## config.mk

```make
export PLATFORM = sky130hd
export DESIGN_NAME = ofem_divider
export DESIGN_NICKNAME = d
export VERILOG_FILES = /design/src/ofem_divider.sv
export SDC_FILE = /design/constraint.sdc
export NUM_CORES = 1
export LEC_CHECK = 0
export BUFFER_PORTS_ARGS = -buffer_cell sky130_fd_sc_hd__buf_2
export CAP_MARGIN = 20
export CORE_MARGIN = 4
export CORE_UTILIZATION = 30
export CTS_BUF_LIST = sky130_fd_sc_hd__clkbuf_16
export CTS_CLUSTER_SIZE = 28
export DETAILED_ROUTE_END_ITERATION = 10
export MAX_ROUTING_LAYER = met4
export SLEW_MARGIN = 20
export SYNTH_ARGS = -nofsm -noshare
export SYNTH_HDL_FRONTEND = slang
export SYNTH_SLANG_ARGS = --single-unit
```

## constraint.sdc

```tcl
create_clock -name i_clk -period 4.7 [get_ports i_clk]
set_clock_uncertainty 0.2 [all_clocks]
set_input_delay 0.235 -clock i_clk [delete_from_list [all_inputs] [get_ports i_clk]]
set_output_delay 0.235 -clock i_clk [all_outputs]
set_load 0.005 [all_outputs]
```

## src/ofem_divider.sv

```systemverilog
// iterative restoring divider, one quotient bit per cycle
// depends on nothing
module ofem_divider #(
    parameter int NW = 64,
    parameter int DW = 32
) (
    input  logic          i_clk,
    input  logic          i_rst_n,
    input  logic          i_start,
    input  logic [NW-1:0] i_num,
    input  logic [DW-1:0] i_den,
    output logic          o_done,
    output logic [NW-1:0] o_quot
);
    localparam int CW = $clog2(NW + 1);

    logic [NW-1:0] r_quot;
    logic [DW:0]   r_rem;
    logic [CW-1:0] r_cnt;
    logic          r_busy;
    logic          r_done;
    logic [DW:0]   w_shift;

    assign w_shift = {r_rem[DW-1:0], r_quot[NW-1]};

    always_ff @(posedge i_clk) begin
        if (!i_rst_n) begin
            r_busy <= 1'b0;
            r_done <= 1'b0;
            r_cnt  <= '0;
        end else begin
            r_done <= 1'b0;
            if (i_start) begin
                r_busy <= 1'b1;
                r_cnt  <= CW'(NW);
                r_quot <= i_num;
                r_rem  <= '0;
            end else if (r_busy) begin
                if (w_shift >= {1'b0, i_den}) begin
                    r_rem  <= w_shift - {1'b0, i_den};
                    r_quot <= {r_quot[NW-2:0], 1'b1};
                end else begin
                    r_rem  <= w_shift;
                    r_quot <= {r_quot[NW-2:0], 1'b0};
                end
                r_cnt <= r_cnt - 1'b1;
                if (r_cnt == CW'(1)) begin
                    r_busy <= 1'b0;
                    r_done <= 1'b1;
                end
            end
        end
    end

    assign o_done = r_done;
    assign o_quot = r_quot;
endmodule

```

Word level (Yosys, flattened, before mapping)
Cells that the tools add are included.

Bits of input ports: 99. Word-level logic and storage cells: 27. Output and inout port bits: 65. Register bits: 105.

Magnitude comparators: 1. Equal/unequal tests: 1. Multiplexer cells: 11. Reductions and logical operators: 4. Add/subtract/negate cells: 2. Bitwise logic cells: 2.

Operator list (count): 64-bit 2-to-1 mux (2); 32-bit 2-to-1 mux (2); 33-bit by 32-bit >= comparator with 1-bit output (1); 32-bit subtractor (1); 7-bit 2-to-1 mux (2); 7-bit by 1-bit == test with 1-bit output (second input constant) (1); 7-bit by 1-bit subtractor with 7-bit output (second input constant) (1); 1-bit 2-to-1 mux (5); 3-bit OR reduction (1); 1-bit inverter (2); 2-bit AND reduction (1); 2-bit nonzero test (1); 2-bit OR reduction (1).

Depth between registers and ports, before layout
Depth after elaboration: 4. Gate-level depth with buffers: 14. Gate-level depth less buffers: 13.

Worst setup path after synthesis
Ideal clock, no wire load.

Path kind: register to register. Start point: register r_busy. End point: register r_busy. Required time: 4432 ps. Path buffers: 1. Arrival time: 3141 ps. Setup slack: 1291 ps. Stages on the path, launching flop included: 4. Period minus slack after synthesis: 3409 ps. Path through: dfxtp_1 > clkbuf_1 > o21a_1 > o41a_1.

Cells in the longest elaborated chain, start to end: 2.

RTL lines: start: declaration (line 20) `logic r_busy;`; start signal: assignment (line 28) `r_busy <= 1'b0;`; start signal: assignment (line 34) `r_busy <= 1'b1;`; start signal: assignment (line 48) `r_busy <= 1'b0;`; 1-bit 2-to-1 mux (line 38) `end else if (r_busy) begin`; 1-bit 2-to-1 mux (line 33) `if (i_start) begin`.

Every way passes these cells. A chain may end at the register's enable or synchronous reset.

Final worst setup path
Start point: register r_rem[12]. End point: register r_rem[12], data pin.

Cells in the longest elaborated chain, start to end: 3.

RTL lines: start: declaration (line 18) `logic [DW:0] r_rem;`; start signal: assignment (line 40) `r_rem <= w_shift - {1'b0, i_den};`; start signal: assignment (line 43) `r_rem <= w_shift;`; 33-bit by 32-bit >= comparator with 1-bit output (line 39) `if (w_shift >= {1'b0, i_den}) begin`; 32-bit 2-to-1 mux (line 39); 32-bit 2-to-1 mux (line 38).

Every way passes these cells. The select of a mux whose other input is x is not followed.

==> impl_metrics.csv <==
group,metric,value,unit
power,ir_worst_vdd,178,uV
floorplanning,die_h,152,um
synthesis,synthesis.area,0.00622,sq mm
setup_path,criticalPathCategory,"reg2reg",
grt,gr-total-overflow,0,
setup_path,crit_path_start_kind,"flop",
synthesis,synth_fp_nets,658,
status,outcome,"finished, final reports clean",
synthesis,yosysUniqueCellTypes,56,
synthesis,ys.flop_type,"edfxtp_1",
timing,final-max-slew-violation-count,0,
synthesis,ys_seq_area_frac,0.492,
run,cap_violations,0,
clock_tree,clockBufferDepth,2,
grt,antenna_found_initial,1,
synthesis,synthDominantCellAreaShare,0.463,
power,power_density,313,mW/mm^2
setup_path,end_kind,"flop",
setup_path,cp.required,4580,ps
floorplanning,die_area,0.0231,sq mm
clock_tree,cts.sinks,105,
layout,final.fill_count,1969,
clock_tree,htreeDepth,3,
setup_path,crit_arrival,3780,ps
floorplanning,initial_core_util,0.307,
synthesis,synth-seq-cells,105,
power,p_total,2.59,mW
power,p_leak,3.47,nW
route,drt_iter0_drc,247,
synthesis,synth_edf_count,96,
placement,detailed_place_hpwl,10.9,mm
layout,fin_cells,1024,
layout,finalInstanceArea,0.00827,sq mm
timing,relSlewSlack,0.318,
layout,final_layout_size_suffix_gt1_frac,0.341,
synthesis,synthCells,524,
timing,setup_viol,0,
setup_path,startpoint,"r_rem[12]$_SDFFCE_PP0P_",
layout,syn_to_final_growth,32.9,%
timing,timing.fmax,0.256,GHz
placement,place_area,0.00737,sq mm
timing,period_share,0.830,
route,wirelength,16.1,mm
timing,hold_viol_final,0,
synthesis,yosys.area.top_type,"edfxtp_1",
route,first_pass_iters,4,
hold_path,min_from,"i_num[49]",
timing,rsz0062_at_grt,"false",
route,viasPerCell,4.72,
placement,gp_congestion,0.818,
clock_tree,path_clk_slew,80,ps
synthesis,synth_area_per_cell,11.9,sq um
grt,track_usage,0.143,
synthesis,ys_top_cells_by_area,"edfxtp_1 46%, mux2_2 11%, ha_1 6.8%, mux2i_1 4.5%, nor2_1 3.0%",
timing,fin_tns_setup,0,ps
floorplanning,core,0.0203,sq mm
clock_tree,insertion_delay,350,ps
grt,grt_pass1_wl,26.3,mm
grt,grt_max_degree,83,
placement,placed_cells,945,
timing,tightest_slew,1020,ps
route,via_count,4835,
route,route.detailed.drc,0,
setup_path,path_max_fanout,28,
route,ant_nets,0,
clock_tree,cts_tree,"built",
floorplanning,rows,52,
floorplanning,die_w,152,um
synthesis,synth-async-reset-ratio,0,
placement,port-buffer-count,163,
clock_tree,numCtsBuffers,9,
clock_tree,cts_root_buffer,"clkbuf_16",
route,wl_per_cell,15.7,um
hold_path,hp-class,"in2reg",
synthesis,yosys_warnings,0,
setup_path,r2r_start,"r_rem[12]$_SDFFCE_PP0P_",
grt,grt_pass1_vias,5145,
layout,final_nets,882,
timing,final.min_clock_period,3900,ps
floorplanning,io_pins,164,
clock_tree,post_cts_resize_count,0,
-- area by class of cell --
type,instances,area [sq um],area share
well taps,270,338,0.0409
flip-flops and latches,105,3060,0.370
diodes,1,2.50,0.000303
multi-input cells,359,2920,0.354
clock buffers,9,225,0.0272
repair buffers,230,1500,0.182
clock inverters,7,52.6,0.00636
inverters,43,161,0.0195
-- power breakdown --
group / internal (mW) / total (mW) / switching, mW
logic: 0.339 / 0.688 / 0.349
clock network: 0.366 / 0.743 / 0.378
registers: 1.12 / 1.16 / 0.0422
-- critical path: stages (launching register included) --
cell and delay [ps]:
edfxtp_1 390, ha_1 370, nand4_1 220, o22ai_1 90
a211oi_1 230, nor3b_2 450, a2111oi_4 140, o31ai_2 410
o21a_1 190, o21a_2 350, buf_12 270, mux2i_1 240
nor2_1 50
-- metrics by stage --
| stage | worst slack (ps) | util | hold slack (ps) |
|---|---|---|---|
| finish | 800 | 0.407 | 14.4 |
| global route | 475 | 0.407 | 3.57 |
| CTS | 789 | 0.407 | 9.41 |
| detailed placement | 828 | 0.363 | 278 |
| global placement | 876 | 0.362 | 276 |
| floorplan | 1290 | - | 152 |
-- state kept, by name (all words and copies together), names as in the netlist --
register and flops:
o_quot 64, r_rem 32, r_cnt 7, o_done 1
r_busy 1
-- what timing repair did --
action | 4_1_cts | 5_1_grt
setup buffers | 0 | 0
hold endpoints to repair | 63 | 0
hold buffers | 62 | 0
-- path summary, 6_finish.rpt --
kind              slack (ps)                       to  cells after the start
setup reg to reg         800  r_rem[12]$_SDFFCE_PP0P_                     12
setup / recovery         800  r_rem[12]$_SDFFCE_PP0P_                     12
hold / removal            10     o_quot[49]$_DFFE_PP_                      2
hold reg to reg          270        o_done$_SDFF_PP0_                      1
-- routing by layer --
metal | GRT usage | up-vias | wire [um]
met5 | - | - | 0
met4 | 0.0479 | 0 | 348
met3 | 0.0347 | 23 | 924
met2 | 0.219 | 170 | 7200
met1 | 0.188 | 2266 | 7610
li1 | - | 2376 | -
-- placed cells by master (no fill, tap or decap), drive strengths merged, types with 3 or more instances in the layout --
master,count
a21o,12
a211oi,5
a21oi,28
nand2,19
clkinv,3
edfxtp,96
buf,168
xor2,12
nor4,3
o21ai,12
clkbuf,9
dlygate4sd3,62
inv,46
ha,34
dfxtp,9
o31ai,3
nor2,50
nand3b,3
nor2b,6
o21a,7
nand3,6
mux2,63
nand4,5
mux2i,28
o21bai,7
nor3,6
xnor2,21
-- cells in the mapped netlist, types with 5 or more instances --
| cell | count |
|---|---|
| o21bai_1 | 6 |
| xor2_1 | 12 |
| mux2_2 | 63 |
| o21ai_0 | 11 |
| mux2i_1 | 28 |
| nor2_1 | 50 |
| inv_1 | 43 |
| edfxtp_1 | 96 |
| nand2_1 | 19 |
| nor3_1 | 6 |
| dfxtp_1 | 9 |
| o21a_1 | 7 |
| a21o_1 | 12 |
| ha_1 | 34 |
| nand4_1 | 5 |
| a21oi_1 | 27 |
| clkbuf_1 | 11 |
| nand3_1 | 6 |
| nor2b_1 | 6 |
| xnor2_1 | 21 |
-- kinds of logic after synthesis --
family | Yosys count | synth area share
buf+inv | 60 | 0.0394
fa+ha+maj | 35 | 0.0716
compound gates | 91 | 0.109
flops | 105 | 0.492
mux | 91 | 0.159
simple gates | 109 | 0.0822
xor+xnor | 33 | 0.0464
(Power assumes the default switching activity.)
