`src/ofem_isqrt.sv`:
```
// iterative integer square root, two radicand bits per cycle
// depends on nothing
module ofem_isqrt #(
    parameter int W = 64
) (
    input  logic             i_clk,
    input  logic             i_rst_n,
    input  logic             i_start,
    input  logic [W-1:0]     i_value,
    output logic             o_done,
    output logic [W/2-1:0]   o_root
);
    localparam int STEPS = W / 2;
    localparam int CW    = $clog2(STEPS + 1);

    logic [W-1:0]   r_rem;
    logic [W-1:0]   r_val;
    logic [W/2-1:0] r_root;
    logic [CW-1:0]  r_cnt;
    logic           r_busy;
    logic           r_done;

    logic [W+1:0] w_trial;
    logic [W+1:0] w_cur;

    always_comb begin
        w_cur   = {r_rem, r_val[W-1:W-2]};
        w_trial = {{(W/2){1'b0}}, r_root, 2'b01};
    end

    always_ff @(posedge i_clk) begin
        if (!i_rst_n) begin
            r_busy <= 1'b0;
            r_done <= 1'b0;
            r_cnt  <= '0;
        end else begin
            r_done <= 1'b0;
            if (i_start) begin
                r_busy <= 1'b1;
                r_cnt  <= CW'(STEPS);
                r_rem  <= '0;
                r_val  <= i_value;
                r_root <= '0;
            end else if (r_busy) begin
                r_val <= {r_val[W-3:0], 2'b00};
                if (w_cur >= w_trial) begin
                    r_rem  <= W'(w_cur - w_trial);
                    r_root <= {r_root[W/2-2:0], 1'b1};
                end else begin
                    r_rem  <= W'(w_cur);
                    r_root <= {r_root[W/2-2:0], 1'b0};
                end
                r_cnt <= r_cnt - 1'b1;
                if (r_cnt == CW'(1)) begin
                    r_busy <= 1'b0;
                    r_done <= 1'b1;
                end
            end
        end
    end

    assign o_done = r_done;
    assign o_root = r_root;
endmodule

```
`config.mk`:
```
export PLATFORM = sky130hd
export DESIGN_NAME = ofem_isqrt
export DESIGN_NICKNAME = d
export VERILOG_FILES = /design/src/ofem_isqrt.sv
export SDC_FILE = /design/constraint.sdc
export NUM_CORES = 1
export LEC_CHECK = 0
export ABC_CLOCK_PERIOD_IN_PS = 6200
export BUFFER_PORTS_ARGS = -buffer_cell sky130_fd_sc_hd__buf_4
export CORE_MARGIN = 2
export CORE_UTILIZATION = 56
export DETAILED_ROUTE_END_ITERATION = 8
export PLACE_DENSITY_LB_ADDON = 0.15
export SETUP_SLACK_MARGIN = 0.15
export SLEW_MARGIN = 20
export SYNTH_ARGS = -nofsm -noshare
export SYNTH_HDL_FRONTEND = slang
export SYNTH_SLANG_ARGS = --single-unit
```
`constraint.sdc`:
```
create_clock -name i_clk -period 6.2 [get_ports i_clk]
set_input_delay 1.24 -clock i_clk [delete_from_list [all_inputs] [get_ports i_clk]]
set_output_delay 1.24 -clock i_clk [all_outputs]
set_load 0.05 [all_outputs]
```
* After elaboration in Yosys (flattened, before gate mapping)
Cells that the tools add are included.
Operators by class: add/sub/neg operators 2, magnitude comparators 1, equality and inequality tests 1, multiplexer cells 12, bitwise gates (word level) 2, reductions and logical operators 4
Operators with widths (number):
- $mux 64 | 4
- $ge 66x34->1 | 1
- $sub 64x34->64 | 1
- $mux 32 | 1
- $mux 6 | 2
- $eq 6x1->1 const B | 1
- $sub 6x1->6 const B | 1
- $mux 1 | 5
- $reduce_or 3->1 | 1
- $not 1->1 | 2
- $reduce_and 2->1 | 1
- $reduce_bool 2->1 | 1
- $reduce_or 2->1 | 1
Storage, ports and cells: bits in registers 168, input bits 67, word-level logic and storage cells 29

* Longest topological paths before layout
depth after elaboration 4, depth in mapped cells 14

* Worst setup path before layout
No wires, ideal clock.
path kind input -> register, from input port i_start, to register r_root[0], in the netlist o_root[0] (enable), data arrival time 5.325 ns, required time 5.665 ns, slack 0.341 ns, stages on the path 3, buffers on the path 2, cell sequence clkbuf_1 -> clkbuf_1 -> o21a_1
Between the ends: word-level cells in the longest chain between the ends 2
RTL lines:
- from (decl) | RTL line 8 | input logic i_start,
- $reduce_bool 2->1 (no line)
- $reduce_and 2->1 (no line)
- to (signal assigned) | RTL line 48 | r_root <= {r_root[W/2-2:0], 1'b1};
- to (signal assigned) | RTL line 51 | r_root <= {r_root[W/2-2:0], 1'b0};
- to (decl) | RTL line 18 | logic [W/2-1:0] r_root;
No other way between the ends. A chain may end at the register's enable or synchronous reset.

* Worst setup path after layout
from register r_rem[30], to register r_rem[48], data pin
Between the ends: word-level cells in the longest chain between the ends 3, elaborated cells on any way between the ends 4, classes of those cells add/sub: 1; order compare: 1; mux: 2
RTL lines:
- from (decl) | RTL line 16 | logic [W-1:0] r_rem;
- from (signal assigned) | RTL line 47 | r_rem <= W'(w_cur - w_trial);
- from (signal assigned) | RTL line 50 | r_rem <= W'(w_cur);
- $sub 64x34->64 or $ge 66x34->1 (tied branches) | RTL line 47, 46
- $mux 64 (*) | RTL line 46 | if (w_cur >= w_trial) begin
- $mux 64 (*) | RTL line 44 | end else if (r_busy) begin
Every way passes the cells marked *; elsewhere a longest branch is shown, timed or not. The select of a mux whose other input is x is not followed.

==> metrics.md <==
| Metric | Value |
|---|---|
| Worst R2R End | r_rem[48] |
| Global placer's final weighted congestion | 0.925 |
| Crit Path Max Fanout | 18 |
| Crit path from | r_rem[30] |
| H-tree lvl count | 4 |
| Worst path slowest cell | nor4_1 |
| Ranking of synthesized cells by area | edfxtp_1 50%, mux2_2 7.6%, nor2_1 4.9% |
| Final Max Slew Viols | 0 |
| Unrepaired setup endpoints after global routing | no |
| Post-synthesis register bit count | 168 |
| Post-synthesis cell count | a little under 900 |
| First-pass GRT wire length | 33,800 um |
| Largest net degree at the start of global routing | 111 |
| R2r worst-path depth | 9 |
| Final WL | 20,400 um |
| DRC | 0 |
| CTS tree | yes |
| Resize count post-CTS | 0 |
| Final min period | ~4.2 ns |
| DR vias | 7,002 |
| Reg2Reg Setup Slack | 2.03 ns |
| Post-synthesis sequential area ratio | 51.9% |
| Critical path's largest stage delay | approximately 0.69 ns |
| Post-synth top area share | 50.2% |
| IO Pins | 100 |
| Syn_area_per_cell | 10.8 um2 |
| Final cycle utilization of the critical path | 67.2% |
| Fill cells | between 1k and 1.5k |
| Detail Placement HPWL | 14,100 um |
| Critical path startpoint category | flip-flop |
| Port bufs | between 90 and 100 |
| Pleak | 4.21 nW |
| CTS buffer count | 17 |
| Arrival time worst endpoint | 4.34 ns |
| Achievable Freq | about 240 MHz |
| Routed length per placed instance | 17.0 um |
| Critical path class | flip-flop to flip-flop |
| FFs w/ async S/R, synth | 0% |
| Clock transition at path regs | around 0.070 ns |
| Final core occ | 66.4% |
| Global route overflow | 0 |
| Clock skew | 0.0116 ns |
| CP endpoint | r_rem[48] |
| All-layer global routing usage | 23.5% |
| Area growth syn-to-layout | 15.5% |
| Worst slew margin | 41.5% |
| Post-synthesis cell area | 9570 um2 |
| EDFF count, synth | 160 |
| Sink Count | about 170 |
| Final hold violation count | 0 |
| ANT cells | 0 |
| Outcome | complete, no violations |
| Crit path capture type | flip-flop |
| Initial DRT Pass Iterations | 5 |
| Max Cap Violations | 0 |
| PwrDens | 279 nW/um2 |
| Fin nets | 1,070 |
| Worst-Skew Late Latency | 0.43 ns |
| Clk root buf | clkbuf_16 |
| Starting Density | 57.5% |
| Postcts setup bufs | 0 |
| Yosys cell types | 63 |
| # setup viols final | 0 |
| Die Y | ~130 um |
| Core area | 16,600 um2 |
| Vias per cell | 5.84 |
| Die Width | 135 um |
| Hold Buf Count CTS | 0 |
| Cell Chain, Critical Path | ha_1, nand4_1, nor4_1, nand2_1, o221a_2, nand3_2, nand3_1, a2111oi_0, mux2_2 |
| Reg2Reg Launch Point | r_rem[30] |
| Crit path buf inv count | 0 |
| YS warnings | 0 |
| Proportion of layout cells with a drive suffix above 1 | between 20% and 30% |
| Most used flip-flop cell after synthesis | edfxtp_1 |
| Initial DRC count | 644 |
| Worst-margin pin slew | ~0.88 ns |
| Vias in the first global route | 6,810 |
| Clk buf depth | 2 |
| Delay-heaviest family, CP | simple AND/OR/NAND/NOR gates |
| Cells after DPL | 1,168 |
| Required time of the worst setup path | 6.38 ns |
| Row count | 47 |
| Worst vdd ir | 0.000201 V |
| Cell accounting for the most synthesized area | edfxtp_1 |
| Initial antenna violation count | 0 |
| Worst hold path class | flip-flop to flip-flop |
| Mapped Nets | 987 |
| Non-Filler Instances | 1,200 |
| Die ar. | 18,200 um2 |
| Post-DRT Antenna Nets | 0 |
| Setup TNS | 0 ns |
| WP depth | 9 |
## cell usage after synthesis (all sizes together), types with 10 or more instances
| cell | instances |
|---|---|
| a21o | 11 |
| a21oi | 67 |
| buf | 17 |
| clkbuf | 22 |
| edfxtp | 160 |
| ha | 36 |
| inv | 45 |
| mux2 | 68 |
| nand2 | 46 |
| nand3 | 14 |
| nand4 | 11 |
| nor2 | 126 |
| nor2b | 10 |
| nor3 | 18 |
| nor4 | 15 |
| o21ai | 32 |
| or3 | 10 |
| or4 | 15 |
| xnor2 | 32 |
| xor2 | 20 |
## per-layer routing
metal  GRT usage, %  share of wire, %  up-vias
met1           32.7                46     3291
met4           7.72               1.9        0
met2           36.1                46      238
li1               -                 -     3439
met5              0                 0        -
met3           6.16               6.6       34
## worst min path at each step
stage,from,to,slack (ns),cells after the start
floorplan,r_cnt[0],r_cnt[0],0.45,2
global placement,r_cnt[0],r_cnt[0],0.47,2
detailed placement,r_cnt[0],r_cnt[0],0.47,2
CTS,r_cnt[0],r_cnt[0],0.48,2
global route,r_cnt[0],r_cnt[0],0.52,2
finish,r_cnt[0],r_cnt[0],0.48,2
## kinds of logic after synthesis
group,count (synthesis),share of synthesized area (%)
AND/OR/NAND/NOR,303,15.8
AO/OA/AOI/OAI,166,10.7
multiplexers,75,8.73
XOR/XNOR,52,4.76
flip-flops,168,51.9
adder cells (fa/ha/maj),36,4.70
buffers and inverters,84,3.49
## cell type report
class	count	area (um2)	area share, %
Clock buffer	17	425	3.85
Tap cell	220	275	2.49
Clock inverter	15	148	1.34
Inverter	45	169	1.53
Multi-Input combinational cell	632	4280	38.7
Timing Repair Buffer	103	790	7.14
Sequential cell	168	4960	44.9
## report_power, final
| group | leakage, nW | internal, mW | total, mW | switching, mW |
|---|---|---|---|---|
| registers | 1.62 | 1.35 | 1.40 | 0.0495 |
| logic | 2.31 | 0.264 | 0.649 | 0.385 |
| clock network | 0.286 | 0.537 | 1.03 | 0.495 |
| total | 4.21 | 2.15 | 3.08 | 0.930 |
## cell usage in the layout (no fill, tap or decap), drive strengths merged, types with 7 or more instances in the layout
master	count
nor2	126
or3	10
inv	55
o21ai	32
nand2b	8
edfxtp	160
a21o	11
nor4	15
xnor2	32
nor2b	10
dfxtp	8
or4	15
mux2	68
clkbuf	17
o21bai	7
a21oi	67
buf	103
xor2	20
mux2i	7
nand3	14
o31ai	8
nand2	46
ha	36
nor3	18
nand4	11
## metrics by stage
step	power [mW]	setup slack (ns)	instance area [um2]	hold slack, ns
after CTS	3.10	2.09	11100	0.484
after global placement	2.06	2.17	10500	0.470
after detailed placement	2.06	2.10	10500	0.473
after floorplan	1.91	0.341	9570	0.454
final	3.08	2.03	11100	0.477
after global routing	3.23	1.87	11100	0.519
## registers in the layout (all words and copies together), names as in the netlist
| name | count |
|---|---|
| r_rem | 64 |
| r_val | 64 |
| o_root | 32 |
| r_cnt | 6 |
| o_done | 1 |
| r_busy | 1 |
## worst register-to-register path: stages, from the launching register on
cell and delay (ns):
edfxtp_1 0.47, ha_1 0.52, nand4_1 0.17, nor4_1 0.69
nand2_1 0.10, o221a_2 0.33, nand3_2 0.41, nand3_1 0.37
a2111oi_0 0.46, mux2_2 0.40
Note: power is estimated with default switching activity, not from simulation.
